--- config.mk ---
export PLATFORM = sky130hd
export DESIGN_NAME = presence_hysteresis_qualifier
export DESIGN_NICKNAME = d
export VERILOG_FILES = /design/src/sv/phq_pkg.sv /design/src/sv/phq_update.sv /design/src/sv/presence_hysteresis_qualifier.sv
export SDC_FILE = /design/constraint.sdc
export NUM_CORES = 1
export LEC_CHECK = 0
export BUFFER_PORTS_ARGS = -buffer_cell sky130_fd_sc_hd__buf_4
export CAP_MARGIN = 40
export CORE_MARGIN = 4
export CORE_UTILIZATION = 45
export CTS_BUF_LIST = sky130_fd_sc_hd__clkbuf_4
export DETAILED_ROUTE_END_ITERATION = 6
export GPL_TIMING_DRIVEN = 0
export PLACE_DENSITY_LB_ADDON = 0.2
export SETUP_SLACK_MARGIN = 0.02
export SLEW_MARGIN = 20
export SYNTH_ARGS = -nofsm -noshare
export SYNTH_HDL_FRONTEND = slang
export SYNTH_SLANG_ARGS = --single-unit
--- constraint.sdc ---
create_clock -name aclk -period 3.9 [get_ports aclk]
set_input_delay 0.195 -clock aclk [delete_from_list [all_inputs] [get_ports aclk]]
set_output_delay 0.195 -clock aclk [all_outputs]
set_load 0.02 [all_outputs]
--- src/sv/phq_pkg.sv ---
`timescale 1ns / 1ps
// Package for the presence hysteresis qualifier: item codes, register map,
// state and config structs, counter helpers. No dependencies.
package phq_pkg;

    localparam int COUNT_WIDTH = 16;               // run counters, 4..32
    localparam int CFG_WIDTH   = 16;
    localparam int CMP_WIDTH   = (COUNT_WIDTH > CFG_WIDTH) ? COUNT_WIDTH : CFG_WIDTH;
    localparam int IDX_WIDTH   = 3;

    typedef logic [COUNT_WIDTH-1:0] count_t;
    typedef logic [CFG_WIDTH-1:0]   cfg_word_t;

    typedef enum logic [1:0] {
        FUNC_SAMPLE    = 2'd0,
        FUNC_REJECT    = 2'd1,
        FUNC_FORCE     = 2'd2,
        FUNC_LINK_LOST = 2'd3
    } phq_func_t;

    typedef enum logic [1:0] {
        EV_NONE   = 2'd0,
        EV_DETECT = 2'd1,
        EV_LOST   = 2'd2
    } phq_event_t;

    localparam logic [IDX_WIDTH-1:0] REG_ENTRY    = 3'd0;
    localparam logic [IDX_WIDTH-1:0] REG_HYST     = 3'd1;
    localparam logic [IDX_WIDTH-1:0] REG_ENTER    = 3'd2;
    localparam logic [IDX_WIDTH-1:0] REG_LEAVE    = 3'd3;
    localparam logic [IDX_WIDTH-1:0] REG_IDENT    = 3'd4;
    localparam logic [IDX_WIDTH-1:0] REG_REJ_LIM  = 3'd5;

    localparam cfg_word_t ENTRY_RST   = 16'd100;
    localparam cfg_word_t HYST_RST    = 16'd20;
    localparam cfg_word_t ENTER_RST   = 16'd3;
    localparam cfg_word_t LEAVE_RST   = 16'd5;
    localparam cfg_word_t IDENT_RST   = 16'd200;
    localparam cfg_word_t REJ_LIM_RST = 16'd50;

    typedef struct packed {
        cfg_word_t entry_cm;
        cfg_word_t hyst_cm;
        cfg_word_t enter_cnt;
        cfg_word_t leave_cnt;
        cfg_word_t ident_cnt;
        cfg_word_t rej_limit;
    } phq_cfg_t;

    typedef struct packed {
        logic      presence_flag;
        count_t    near_run;
        count_t    far_run;
        cfg_word_t repeat_value;
        count_t    repeat_run;
        logic      stuck_flag;
        count_t    reject_run;
        cfg_word_t latest_distance;
    } phq_state_t;

    typedef struct packed {
        logic       present;
        phq_event_t presence_event;
        logic       sensor_stuck;
        logic       reject_alarm;
        cfg_word_t  last_distance_cm;
    } phq_result_t;

    function automatic count_t sat_inc(input count_t v);
        return (&v) ? v : v + count_t'(1);
    endfunction

    // counter >= 16-bit threshold, both zero-extended to the wider width
    function automatic logic cnt_ge(input count_t c, input cfg_word_t t);
        logic [CMP_WIDTH-1:0] ce;
        logic [CMP_WIDTH-1:0] te;
        ce = CMP_WIDTH'(c);
        te = CMP_WIDTH'(t);
        return ce >= te;
    endfunction

endpackage

--- src/sv/phq_update.sv ---
`timescale 1ns / 1ps
// Next-state and result logic for one word of the presence qualifier.
// Depends on phq_pkg.
module phq_update import phq_pkg::*; (
    input  phq_cfg_t    cfg,
    input  phq_state_t  cur,
    input  phq_func_t   func,
    input  cfg_word_t   distance_cm,
    input  logic        forced_state,
    output phq_state_t  nxt,
    output phq_result_t res
);

    logic              is_near;
    logic              is_far;
    logic [CFG_WIDTH:0] exit_th;
    phq_event_t        ev;

    assign exit_th = {1'b0, cfg.entry_cm} + {1'b0, cfg.hyst_cm};
    assign is_near = (distance_cm <= cfg.entry_cm);
    assign is_far  = ({1'b0, distance_cm} > exit_th);

    always_comb begin
        nxt = cur;
        ev  = EV_NONE;
        case (func)
            FUNC_SAMPLE: begin
                if (distance_cm != '0) begin
                    nxt.reject_run      = '0;
                    nxt.latest_distance = distance_cm;
                    if (distance_cm == cur.repeat_value) begin
                        nxt.repeat_run = sat_inc(cur.repeat_run);
                        if (cfg.ident_cnt != '0 && cnt_ge(nxt.repeat_run, cfg.ident_cnt)) begin
                            nxt.stuck_flag = 1'b1;
                        end
                    end else begin
                        nxt.repeat_value = distance_cm;
                        nxt.repeat_run   = count_t'(1);
                        nxt.stuck_flag   = 1'b0;
                    end
                    if (is_near) begin
                        nxt.far_run  = '0;
                        nxt.near_run = sat_inc(cur.near_run);
                        if (!cur.presence_flag && cnt_ge(nxt.near_run, cfg.enter_cnt)) begin
                            nxt.presence_flag = 1'b1;
                            ev = EV_DETECT;
                        end
                    end else if (is_far) begin
                        nxt.near_run = '0;
                        nxt.far_run  = sat_inc(cur.far_run);
                        if (cur.presence_flag && cnt_ge(nxt.far_run, cfg.leave_cnt)) begin
                            nxt.presence_flag = 1'b0;
                            ev = EV_LOST;
                        end
                    end
                end
            end
            FUNC_REJECT: begin
                nxt.reject_run = sat_inc(cur.reject_run);
            end
            FUNC_FORCE: begin
                if (forced_state != cur.presence_flag) begin
                    nxt.presence_flag = forced_state;
                    nxt.near_run      = '0;
                    nxt.far_run       = '0;
                    ev = forced_state ? EV_DETECT : EV_LOST;
                end
            end
            default: begin
                // link lost: drop presence, counters kept
                if (cur.presence_flag) begin
                    nxt.presence_flag = 1'b0;
                    ev = EV_LOST;
                end
            end
        endcase
    end

    always_comb begin
        res.present          = nxt.presence_flag;
        res.presence_event   = ev;
        res.sensor_stuck     = nxt.stuck_flag;
        res.reject_alarm     = (nxt.reject_run != '0) && cnt_ge(nxt.reject_run, cfg.rej_limit);
        res.last_distance_cm = nxt.latest_distance;
    end

endmodule

--- src/sv/presence_hysteresis_qualifier.sv ---
`timescale 1ns / 1ps
// Presence hysteresis qualifier, top level. The result word is registered
// and valid in the cycle after its input is accepted. One word per cycle
// while m_ready is high; the single result register refills as it drains.
// Reset (aresetn low, synchronous) clears all run state and the output
// valid, and loads the register defaults. Depends on phq_pkg, phq_update.
module presence_hysteresis_qualifier import phq_pkg::*; (
    input  logic                 aclk,
    input  logic                 aresetn,

    input  logic                 cfg_wr_en,
    input  logic [IDX_WIDTH-1:0] cfg_index,
    input  logic [CFG_WIDTH-1:0] cfg_wdata,

    input  logic                 s_valid,
    output logic                 s_ready,
    input  logic [1:0]           s_func,
    input  logic [15:0]          s_distance_cm,
    input  logic                 s_forced_state,

    output logic                 m_valid,
    input  logic                 m_ready,
    output logic                 m_present,
    output logic [1:0]           m_presence_event,
    output logic                 m_sensor_stuck,
    output logic                 m_reject_alarm,
    output logic [15:0]          m_last_distance_cm
);

    phq_cfg_t    cfg_reg;
    phq_state_t  state_reg;
    phq_state_t  state_next;
    phq_result_t res_reg;
    phq_result_t res_next;
    logic        m_valid_reg;
    logic        s_accept;

    assign s_ready  = !m_valid_reg || m_ready;
    assign s_accept = s_valid && s_ready;

    phq_update u_update (
        .cfg          (cfg_reg),
        .cur          (state_reg),
        .func         (phq_func_t'(s_func)),
        .distance_cm  (s_distance_cm),
        .forced_state (s_forced_state),
        .nxt          (state_next),
        .res          (res_next)
    );

    always_ff @(posedge aclk) begin
        if (!aresetn) begin
            cfg_reg.entry_cm  <= ENTRY_RST;
            cfg_reg.hyst_cm   <= HYST_RST;
            cfg_reg.enter_cnt <= ENTER_RST;
            cfg_reg.leave_cnt <= LEAVE_RST;
            cfg_reg.ident_cnt <= IDENT_RST;
            cfg_reg.rej_limit <= REJ_LIM_RST;
        end else if (cfg_wr_en) begin
            case (cfg_index)
                REG_ENTRY:   cfg_reg.entry_cm  <= cfg_wdata;
                REG_HYST:    cfg_reg.hyst_cm   <= cfg_wdata;
                REG_ENTER:   cfg_reg.enter_cnt <= cfg_wdata;
                REG_LEAVE:   cfg_reg.leave_cnt <= cfg_wdata;
                REG_IDENT:   cfg_reg.ident_cnt <= cfg_wdata;
                REG_REJ_LIM: cfg_reg.rej_limit <= cfg_wdata;
                default: ;
            endcase
        end
    end

    always_ff @(posedge aclk) begin
        if (!aresetn) begin
            state_reg   <= '0;
            m_valid_reg <= 1'b0;
        end else begin
            if (s_accept) begin
                state_reg <= state_next;
            end
            if (s_accept) begin
                m_valid_reg <= 1'b1;
            end else if (m_ready) begin
                m_valid_reg <= 1'b0;
            end
        end
    end

    always_ff @(posedge aclk) begin
        if (s_accept) begin
            res_reg <= res_next;
        end
    end

    assign m_valid            = m_valid_reg;
    assign m_present          = res_reg.present;
    assign m_presence_event   = res_reg.presence_event;
    assign m_sensor_stuck     = res_reg.sensor_stuck;
    assign m_reject_alarm     = res_reg.reject_alarm;
    assign m_last_distance_cm = res_reg.last_distance_cm;

    // shown flag tracks the stored state whenever the output is valid
    a_present_tracks_state: assert property (@(posedge aclk) disable iff (!aresetn)
        m_valid_reg |-> (res_reg.present == state_reg.presence_flag))
        else $error("present output disagrees with presence state");

    a_detect_sets: assert property (@(posedge aclk) disable iff (!aresetn)
        (m_valid_reg && res_reg.presence_event == EV_DETECT) |-> res_reg.present)
        else $error("detect event without presence");

    a_lost_clears: assert property (@(posedge aclk) disable iff (!aresetn)
        (m_valid_reg && res_reg.presence_event == EV_LOST) |-> !res_reg.present)
        else $error("lost event with presence still set");

    a_state_holds: assert property (@(posedge aclk) disable iff (!aresetn)
        !s_accept |=> $stable(state_reg))
        else $error("state changed without an accepted word");

    a_accept_fills: assert property (@(posedge aclk) disable iff (!aresetn)
        s_accept |=> m_valid_reg)
        else $error("accepted word did not produce a result");

endmodule

==> results.json, run 1 <==
{
  "synthSimpleGateAreaFrac": 0.2390,
  "clkTransAtPathRegs_ps": 70,
  "synth.area.top_cells": "dfxtp_1, ha_1, nand2_1",
  "cts_num_sinks": 216,
  "syn_nets": 1794,
  "drt-initial-drc-count": 863,
  "slowest_stage": "a311o_2",
  "synth_fa_ha_area_frac": 0.1171,
  "rsz0062_at_grt": "yes",
  "setup_viol": 34,
  "antenna_found_initial": 1,
  "status": "complete, but fails checks",
  "synth_xor_area_frac": 0.04212,
  "gp_congestion": 0.8761,
  "vias": 12540,
  "yosysSeqAreaShare": 0.3517,
  "worst_ep_required_time_ps": 4560,
  "vdd_drop_max_mv": 0.1676,
  "dpl_cell_area_um2": 13870,
  "grt_max_degree": 31,
  "nets": 1981,
  "drive_gt1_frac": 0.1351,
  "instances_no_fill": 2238,
  "fin_skew_ps": 70.83,
  "track_usage": 0.2487,
  "ys_types": 78,
  "max_stage_delay_ps": 400,
  "power_frac_comb": 0.140,
  "synth_edf_count": 21,
  "p_leak_nw": 6.150,
  "drv_slew": 0,
  "area_growth_pct": 20.24,
  "cts_tree": "done",
  "synth_common_cells": "nand2_1, dfxtp_1, a21oi_1",
  "max_freq_mhz": 244.5,
  "maxSlewHeadroom": 0.4462,
  "rows": 61,
  "synth.most_common_cell": "nand2_1",
  "syn_area_um2": 12890,
  "swShare": 0.2854,
  "cts_max_level": 2,
  "muxShareOfSynthArea": 0.004950,
  "worstPathCellList": "ha_4 > fa_2 > a211oi_2 > o21bai_1 > a31o_2 > o31ai_4 > xor2_1 > ha_1 > and3_4 > a221oi_2 > nor2b_2 > a211o_4 > a311o_2 > a21oi_4 > buf_6 > a22o_1",
  "p_sw_mw": 1.433,
  "wl_met1_mm": 18.14,
  "hold_viol": 0,
  "core-area_um2": 28010,
  "cts-root-buf": "clkbuf_4",
  "syn_inst": 1631,
  "total_power_mw": 5.020,
  "antenna_left": 0,
  "path_class": "flip-flop to flip-flop",
  "wl_met3_mm": 2.069,
  "n_fill_cell": 2667,
  "end_kind": "flip-flop",
  "initial_core_util": 0.4602,
  "final_area_um2": 15500,
  "violations": "setup timing",
  "cap_violations": 0,
  "place_ws_ps": -532.7,
  "hold_ws_ps": 79.97,
  "synth-compound-area-share": 0.1926,
  "fin_crit_ps": 4091,
  "p_seq_frac": 0.465,
  "top_layer": "met4",
  "finalSetupTns_ps": -4323,
  "drc": 0,
  "dieHeight_um": 177.3,
  "synth_top_cell_by_area": "dfxtp_1",
  "place_hpwl_mm": 28.27,
  "routed_wl_mm": 39.39,
  "synth_ff_type": "dfxtp_1",
  "ys_ff_latch": 216,
  "cts_buffer_depth": 3,
  "clkPwrFrac": 0.394,
  "min_path_type": "input pin to flip-flop",
  "internal_power_mw": 3.587,
  "grt_first_pass_wirelength_mm": 63.38,
  "worst_pin_slew_ps": 827.7,
  "synth_top_family_by_area": "simple AND/OR/NAND/NOR gates",
  "numCtsBuffers": 58,
  "path_buf_inv": 1,
  "grt_pass1_vias": 12140,
  "num_io_pins": 66,
  "path_max_fanout": 5,
  "power-per-cell-area_nw_per_um2": 323.8,
  "period_share": 1.049,
  "critPathArrivalTime_ps": 4750,
  "critPathLaunchType": "flip-flop",
  "synth_warnings": 0,
  "port_buffers": 63,
  "critPathTopFamily": "compound AO/OA/AOI/OAI gates",
  "fin_ws_ps": -190.5,
  "drt_first_pass_iters": 5,
  "wl_met2_mm": 17.73,
  "dieArea_um2": 31420,
  "overflow": 0,
  "utilization": 0.5534,
  "synth.top_cell.area_share": 0.3028,
  "largest_reg_flops": 98,
  "place_inst": 2073,
  "viasPerCell": 5.601,
  "clkLatencyLatePin_ps": 720,
  "syn_area_per_cell_um2": 7.904,
  "async_reset_ff_frac": 0,
  "wl_per_cell_um": 17.60,
  "die-width_um": 177.3
}
[what timing repair did]
item                                   CTS  global route
endpoints found under the hold margin  144             0
gates resized for setup                 43            29
setup buffers                           15             8
pin swaps                               35            20
hold buffers                            41             0
setup endpoints to repair               35            38
gates cloned                             2             0
[power by group through the flow]
stage | combinational (mW) | sequential [mW] | clock (mW)
floorplan | 0.330 | 2.40 | 0
global placement | 0.581 | 2.38 | 0
detailed placement | 0.593 | 2.39 | 0
CTS | 0.672 | 2.34 | 2.03
global route | 0.770 | 2.34 | 2.15
finish | 0.703 | 2.34 | 1.98
[final cells by class]
type	instances	area, um^2	share of cell area
Tap cell	378	473.0	0.03051
Multi-Input combinational cell	1240	7954	0.5132
Inverter	97	364.1	0.02349
Clock inverter	13	57.56	0.003713
Clock buffer	87	653.1	0.04214
Timing Repair Buffer	131	1129	0.07281
Buffer	74	319.1	0.02058
Antenna cell	2	5.005	0.0003229
Sequential cell	216	4546	0.2933
[cell families (layout without fill, tap and decap cells)]
family | count (synthesis) | in the layout
simple gates | 664 | 664
xor+xnor | 62 | 62
buf+inv | 175 | 402
mux | 6 | 6
flops | 216 | 216
other cells | 0 | 2
fa+ha+maj | 120 | 120
compound gates | 388 | 388
[cells in the final DEF, fill, tap and decap left out, types with 14 or more instances in the layout]
cell / n
o211ai_1: 22
nand2_1: 369
nor4_1: 25
buf_4: 81
clkbuf_1: 61
nor3_1: 24
clkbuf_4: 87
nor2_1: 62
ha_1: 115
dfxtp_1: 190
a22o_1: 14
dlygate4sd3_1: 41
a211oi_1: 14
o21ai_0: 29
nand4_1: 34
a21o_1: 18
nand3_1: 55
xor2_1: 39
edfxtp_1: 21
inv_1: 95
a21oi_1: 181
xnor2_1: 23
[worst paths after layout]
path / start / end / slack [ps] / cells past startpoint
setup / recovery: cfg_reg[64] / state_reg[77] / -190 / 16
hold reg to reg: state_reg[13] / state_reg[13] / 450 / 2
hold / removal: s_forced_state / m_presence_event[1] / 80 / 4
setup reg to reg: cfg_reg[64] / state_reg[77] / -190 / 16
[worst min-delay path: cells and delay by family]
family	cells	cell delay [ps]
AO/OA/AOI/OAI	1	130
adder cells (fa/ha/maj)	1	130
buffers and inverters	2	170
[routing by layer]
| metal | vias up | global-route usage |
|---|---|---|
| li1 | 6176 | - |
| met1 | 5883 | 0.3387 |
| met2 | 373 | 0.3986 |
| met3 | 103 | 0.03525 |
| met4 | 0 | 0.09958 |
| met5 | - | 0 |
Power figures use the tool's default switching activity.
==> inputs of run 2 (changes only) <==
Settings changed: REMOVE_ABC_BUFFERS set to 1.
==> run 2 against run 1 <==
The run still ends with setup timing left. Sequential share of layout area up 0.34 points. Non-clock buffer count down 66. Wire length down 12%. Hold slack better by 9.3 ps. Total power down 0.76%.
==> results.json, run 2 (synthesized netlist as in run 1, its figures left out) <==
{
  "status": "complete, but fails checks",
  "violations": "setup timing",
  "worst_ep_required_time_ps": 4560,
  "grt_first_pass_wirelength_mm": 56.70,
  "fin_skew_ps": 45.28,
  "dieHeight_um": 177.3,
  "routed_wl_mm": 34.62,
  "end_kind": "flip-flop",
  "r2r_end": "state_reg[70]",
  "final_cell_mix": "nand2_1, dfxtp_1, a21oi_1",
  "register_area_um2": 4542,
  "p_sw_mw": 1.380,
  "drt-initial-drc-count": 972,
  "max_stage_delay_ps": 390,
  "cts_max_level": 2,
  "track_usage": 0.2183,
  "viasPerCell": 5.551,
  "total_power_mw": 4.981,
  "rows": 61,
  "clkTransAtPathRegs_ps": 60,
  "path_buf_inv": 2,
  "overflow": 0,
  "drt_first_pass_iters": 5,
  "swShare": 0.2770,
  "initial_core_util": 0.4602,
  "reg2regPathDepth": 17,
  "hold_viol": 0,
  "cap_violations": 0,
  "critPathArrivalTime_ps": 4800,
  "vias": 12050,
  "gp_congestion": 0.8537,
  "nets": 1917,
  "p_leak_nw": 6.084,
  "cts_buffer_depth": 3,
  "final_area_um2": 15310,
  "finalSetupTns_ps": -7129,
  "largest_reg_flops": 98,
  "worstReg2RegStart": "cfg_reg[64]",
  "vdd_drop_max_mv": 0.2051,
  "p_seq_frac": 0.470,
  "drc": 0,
  "path_max_fanout": 8,
  "drive_gt1_frac": 0.1401,
  "hold_ws_ps": 89.31,
  "numCtsBuffers": 60,
  "layout_commonest_cell": "nand2_1",
  "cts_num_sinks": 216,
  "fin_ws_ps": -243.3,
  "period_share": 1.062,
  "critPathTopFamily": "compound AO/OA/AOI/OAI gates",
  "critPathLaunchType": "flip-flop",
  "port_buffers": 65,
  "worst_pin_slew_ps": 758.4,
  "multi_input_area_um2": 7961,
  "power_frac_comb": 0.131,
  "dpl_cell_area_um2": 13720,
  "place_hpwl_mm": 23.68,
  "drv_slew": 0,
  "r2r_slack_ps": -240,
  "rsz0062_at_grt": "yes",
  "die-width_um": 177.3,
  "grt_max_degree": 93,
  "worstPathCellList": "ha_4 > fa_2 > a211oi_4 > o21bai_2 > a31o_4 > o31ai_4 > buf_4 > xor2_1 > ha_1 > and3_4 > a221oi_2 > nor2b_2 > a211o_2 > a311o_2 > a21oi_4 > buf_6 > a221o_1",
  "clkLatencyLatePin_ps": 720,
  "grt_pass1_vias": 11180,
  "antenna_found_initial": 1,
  "power-per-cell-area_nw_per_um2": 325.4,
  "wl_per_cell_um": 15.95,
  "internal_power_mw": 3.602,
  "n_fill_cell": 2675,
  "maxSlewHeadroom": 0.4925,
  "slowest_stage": "a311o_2",
  "dieArea_um2": 31420,
  "cts_tree": "done",
  "path_class": "flip-flop to flip-flop",
  "num_io_pins": 66,
  "antenna_left": 0,
  "cts-root-buf": "clkbuf_4",
  "worstHoldEndpoint": "cfg_reg[55]",
  "clkPwrFrac": 0.399,
  "fin_crit_ps": 4143,
  "max_freq_mhz": 241.4,
  "hold_depth": 6,
  "setup_viol": 35,
  "min_path_type": "input pin to flip-flop",
  "min-delay-start": "cfg_index[1]",
  "area_growth_pct": 18.74,
  "core-area_um2": 28010
}
run 2: metrics by stage:
step                cells  worst slack (ps)  utilization
floorplan            1553            -305.2            -
global placement     1996             -3198       0.4833
detailed placement   2006            -962.5       0.4898
CTS                  2166            -270.3       0.5410
global route         2171            -392.2       0.5465
finish               2171            -243.3       0.5465
run 2: power by group through the flow:
stage	registers [mW]	logic, mW	clock network, mW
after global routing	2.34	0.723	2.17
after global placement	2.39	0.535	0
final	2.34	0.652	1.99
after CTS	2.34	0.638	2.05
after detailed placement	2.39	0.559	0
after floorplan	2.40	0.304	0
run 2: how the worst max path moves through the flow:
stage	startpoint	end	slack, ps	cells after the start
final	cfg_reg[64]	state_reg[70]	-240	17
after global routing	cfg_reg[64]	state_reg[94]	-390	18
after CTS	cfg_reg[64]	state_reg[77]	-270	18
after detailed placement	cfg_reg[80]	state_reg[70]	-960	15
after global placement	aresetn	state_reg[70]	-3200	4
after floorplan	cfg_reg[64]	state_reg[68]	-310	16
run 2: cell type report:
cell class | instances | share of cell area
Antenna cell | 1 | 0.0001635
Clock buffer | 90 | 0.04414
Clock inverter | 10 | 0.002452
Inverter | 97 | 0.02419
Multi-Input combinational cell | 1240 | 0.5201
Sequential cell | 216 | 0.2967
Tap cell | 378 | 0.03090
Timing Repair Buffer | 139 | 0.08133
run 2: routing by layer:
| layer | track usage | up-vias | part of all wire |
|---|---|---|---|
| met5 | 0 | - | 0 |
| met3 | 0.03867 | 72 | 0.051 |
| met1 | 0.3032 | 5627 | 0.47 |
| met4 | 0.07058 | 0 | 0.024 |
| li1 | - | 6058 | - |
| met2 | 0.3451 | 294 | 0.45 |
run 2: worst register-to-register path, stage by stage (launching register included):
cell and delay, ps:
dfxtp_4 360, ha_4 160, fa_2 380, a211oi_4 250
o21bai_2 140, a31o_4 250, o31ai_4 180, buf_4 140
xor2_1 140, ha_1 260, and3_4 190, a221oi_2 280
nor2b_2 80, a211o_2 360, a311o_2 390, a21oi_4 190
buf_6 180, a221o_1 150
run 2: what timing repair did:
| item | in CTS | in global routing |
|---|---|---|
| gates cloned | 1 | 0 |
| setup endpoints to repair | 35 | 38 |
| endpoints found under the hold margin | 156 | 0 |
| hold buffers | 41 | 0 |
| pin swaps | 22 | 45 |
| gates resized for setup | 26 | 27 |
| buffers inserted | 18 | 7 |
==> inputs of run 3 (changes only) <==
Settings changed: ABC_AREA set to 1.
==> run 3 against run 2 <==
The flow now finishes without violations. First-iteration DRC count fell by 28%. Cell area rose by 2.9%. Register-to-register slack improved by 510 ps. Hold slack improved by 2.9 ps. Sequential power rose by 4%. Wire length rose by 6.9%. Utilization fell by 1.6 points. Sequential share of layout area fell by 0.89 points. Area after synthesis rose by 5.7%. Worst setup slack improved by 510 ps. Critical endpoint is now state_reg[85]. Largest power group unchanged.
==> results.json, run 3 <==
{
  "synth_top_cell_by_area": "dfxtp_1",
  "routed_wl_mm": 37.03,
  "viasPerCell": 5.150,
  "final_cell_mix": "nand2_1, inv_1, nor2_1",
  "critPathArrivalTime_ps": 4210,
  "utilization": 0.5302,
  "fin_skew_ps": 48.37,
  "numCtsBuffers": 61,
  "num_io_pins": 66,
  "cts_tree": "done",
  "synth_fa_ha_area_frac": 0.1108,
  "setup_viol": 0,
  "maxSlewHeadroom": 0.4418,
  "antenna_found_initial": 1,
  "async_reset_ff_frac": 0,
  "muxShareOfSynthArea": 0,
  "nets": 2187,
  "dpl_cell_area_um2": 14350,
  "cts_num_sinks": 216,
  "vdd_drop_max_mv": 0.2374,
  "rsz0062_at_grt": "yes",
  "hold_ws_ps": 92.22,
  "grt_pass1_vias": 11950,
  "rows": 63,
  "drive_gt1_frac": 0.1307,
  "antenna_left": 0,
  "drt_first_pass_iters": 5,
  "synth_ff_type": "dfxtp_1",
  "period_share": 0.9316,
  "synth_warnings": 0,
  "syn_area_per_cell_um2": 7.163,
  "min_path_type": "input pin to flip-flop",
  "reg2regPathDepth": 21,
  "synth_top_family_by_area": "simple AND/OR/NAND/NOR gates",
  "synth-compound-area-share": 0.1710,
  "power-per-cell-area_nw_per_um2": 356.7,
  "fin_crit_ps": 3633,
  "multi_input_area_um2": 7878,
  "finalSetupTns_ps": 0,
  "track_usage": 0.2173,
  "synth_common_cells": "nand2_1, inv_1, nor2_1",
  "cap_violations": 0,
  "ys_ff_latch": 216,
  "hold_depth": 7,
  "port_buffers": 65,
  "vias": 12690,
  "yosysSeqAreaShare": 0.3328,
  "dieHeight_um": 182,
  "p_leak_nw": 7.279,
  "cts_buffer_depth": 3,
  "area_growth_pct": 15.64,
  "status": "finished clean",
  "worst_ep_required_time_ps": 4470,
  "overflow": 0,
  "die-width_um": 182,
  "synthSimpleGateAreaFrac": 0.2487,
  "gp_congestion": 0.8663,
  "drc": 0,
  "critPathLaunchType": "flip-flop",
  "place_hpwl_mm": 25.52,
  "grt_max_degree": 110,
  "max_freq_mhz": 275.2,
  "syn_inst": 1902,
  "fin_ws_ps": 266.9,
  "layout_commonest_cell": "nand2_1",
  "synth.area.top_cells": "dfxtp_1, ha_1, nand2_1",
  "path_max_fanout": 20,
  "wl_per_cell_um": 15.02,
  "clkTransAtPathRegs_ps": 60,
  "initial_core_util": 0.4585,
  "core-area_um2": 29720,
  "synth_edf_count": 21,
  "register_area_um2": 4534,
  "synth.most_common_cell": "nand2_1",
  "place_ws_ps": -168.5,
  "drt-initial-drc-count": 703,
  "synth_xor_area_frac": 0.04050,
  "n_fill_cell": 2892,
  "clkLatencyLatePin_ps": 720,
  "worst_pin_slew_ps": 836.4,
  "hold_viol": 0,
  "end_kind": "flip-flop",
  "synth.top_cell.area_share": 0.2865,
  "largest_reg_flops": 98,
  "grt_first_pass_wirelength_mm": 59.77,
  "syn_area_um2": 13620,
  "dieArea_um2": 33120,
  "drv_slew": 0,
  "cts_max_level": 2,
  "path_class": "flip-flop to flip-flop",
  "ys_types": 57,
  "cts-root-buf": "clkbuf_4",
  "final_area_um2": 15760
}
-- run 3: timing repair --
item | 4_1_cts | 5_1_grt
gates cloned | 1 | 3
resized for setup | 2 | 12
endpoints found under the hold margin | 152 | 0
setup endpoints to repair | 27 | 36
buffers inserted | 1 | 1
hold buffers | 45 | 0
pin swaps | 1 | 3
-- run 3: critical path, stage by stage (launching register included) --
cell      delay (ps)
dfxtp_1          350
ha_1             250
fa_1             420
nand3_1           90
nand2_1          110
nand2_1          100
nand2_2          100
a21boi_2         180
o21ai_1          110
a21oi_1          190
xor2_1           180
ha_1             270
nand2_1           80
nor3_1            50
nand3_1          100
nand3_1          120
nor2_4           160
nand2_4          130
nand2_8          150
nand2_8          140
o21ai_1          180
nor2_1            50
-- run 3: logic make-up (layout without fill, tap and decap cells) --
family / Yosys count / after routing
XOR/XNOR: 63 / 63
AND/OR/NAND/NOR: 770 / 772
other: 0 / 1
flip-flops: 216 / 216
buffers and inverters: 319 / 488
AO/OA/AOI/OAI: 414 / 415
adder cells (fa/ha/maj): 120 / 120
-- run 3: final cells by class --
| cell class | count | share of cell area |
|---|---|---|
| tap | 390 | 0.03097 |
| timing repair buffer | 117 | 0.06774 |
| multi-input combinational | 1370 | 0.5000 |
| timing repair inverter | 1 | 0.0003177 |
| sequential | 216 | 0.2878 |
| antenna | 1 | 0.0001588 |
| clock inverter | 19 | 0.006194 |
| inverter | 257 | 0.06202 |
| clock buffer | 94 | 0.04479 |
-- run 3: path summary, 6_finish.rpt --
path                   from             to  slack (ps)
min          s_forced_state  state_reg[97]          90
max             cfg_reg[80]  state_reg[85]         270
min reg2reg     cfg_reg[44]    cfg_reg[44]         460
max reg2reg     cfg_reg[80]  state_reg[85]         270
-- run 3: power by group --
group / internal (mW) / leakage (nW) / switching, mW
registers: 2.36 / 1.80 / 0.0732
clock network: 1.16 / 0.475 / 1.01
logic: 0.386 / 5.00 / 0.645
-- run 3: per-stage QoR --
step | instances | total power [mW]
4_1_cts | 2460 | 5.664
2_1_floorplan | 1840 | 3.106
3_5_place_dp | 2300 | 3.433
6_report | 2465 | 5.620
3_3_place_gp | 2295 | 3.396
5_1_grt | 2465 | 5.961
-- run 3: metal layers --
layer / up-vias / global-route usage / part of all wire
met5: - / 0 / 0
met3: 79 / 0.03866 / 0.061
met2: 338 / 0.3528 / 0.45
met4: 0 / 0.07775 / 0.031
li1: 6510 / - / -
met1: 5767 / 0.2906 / 0.46
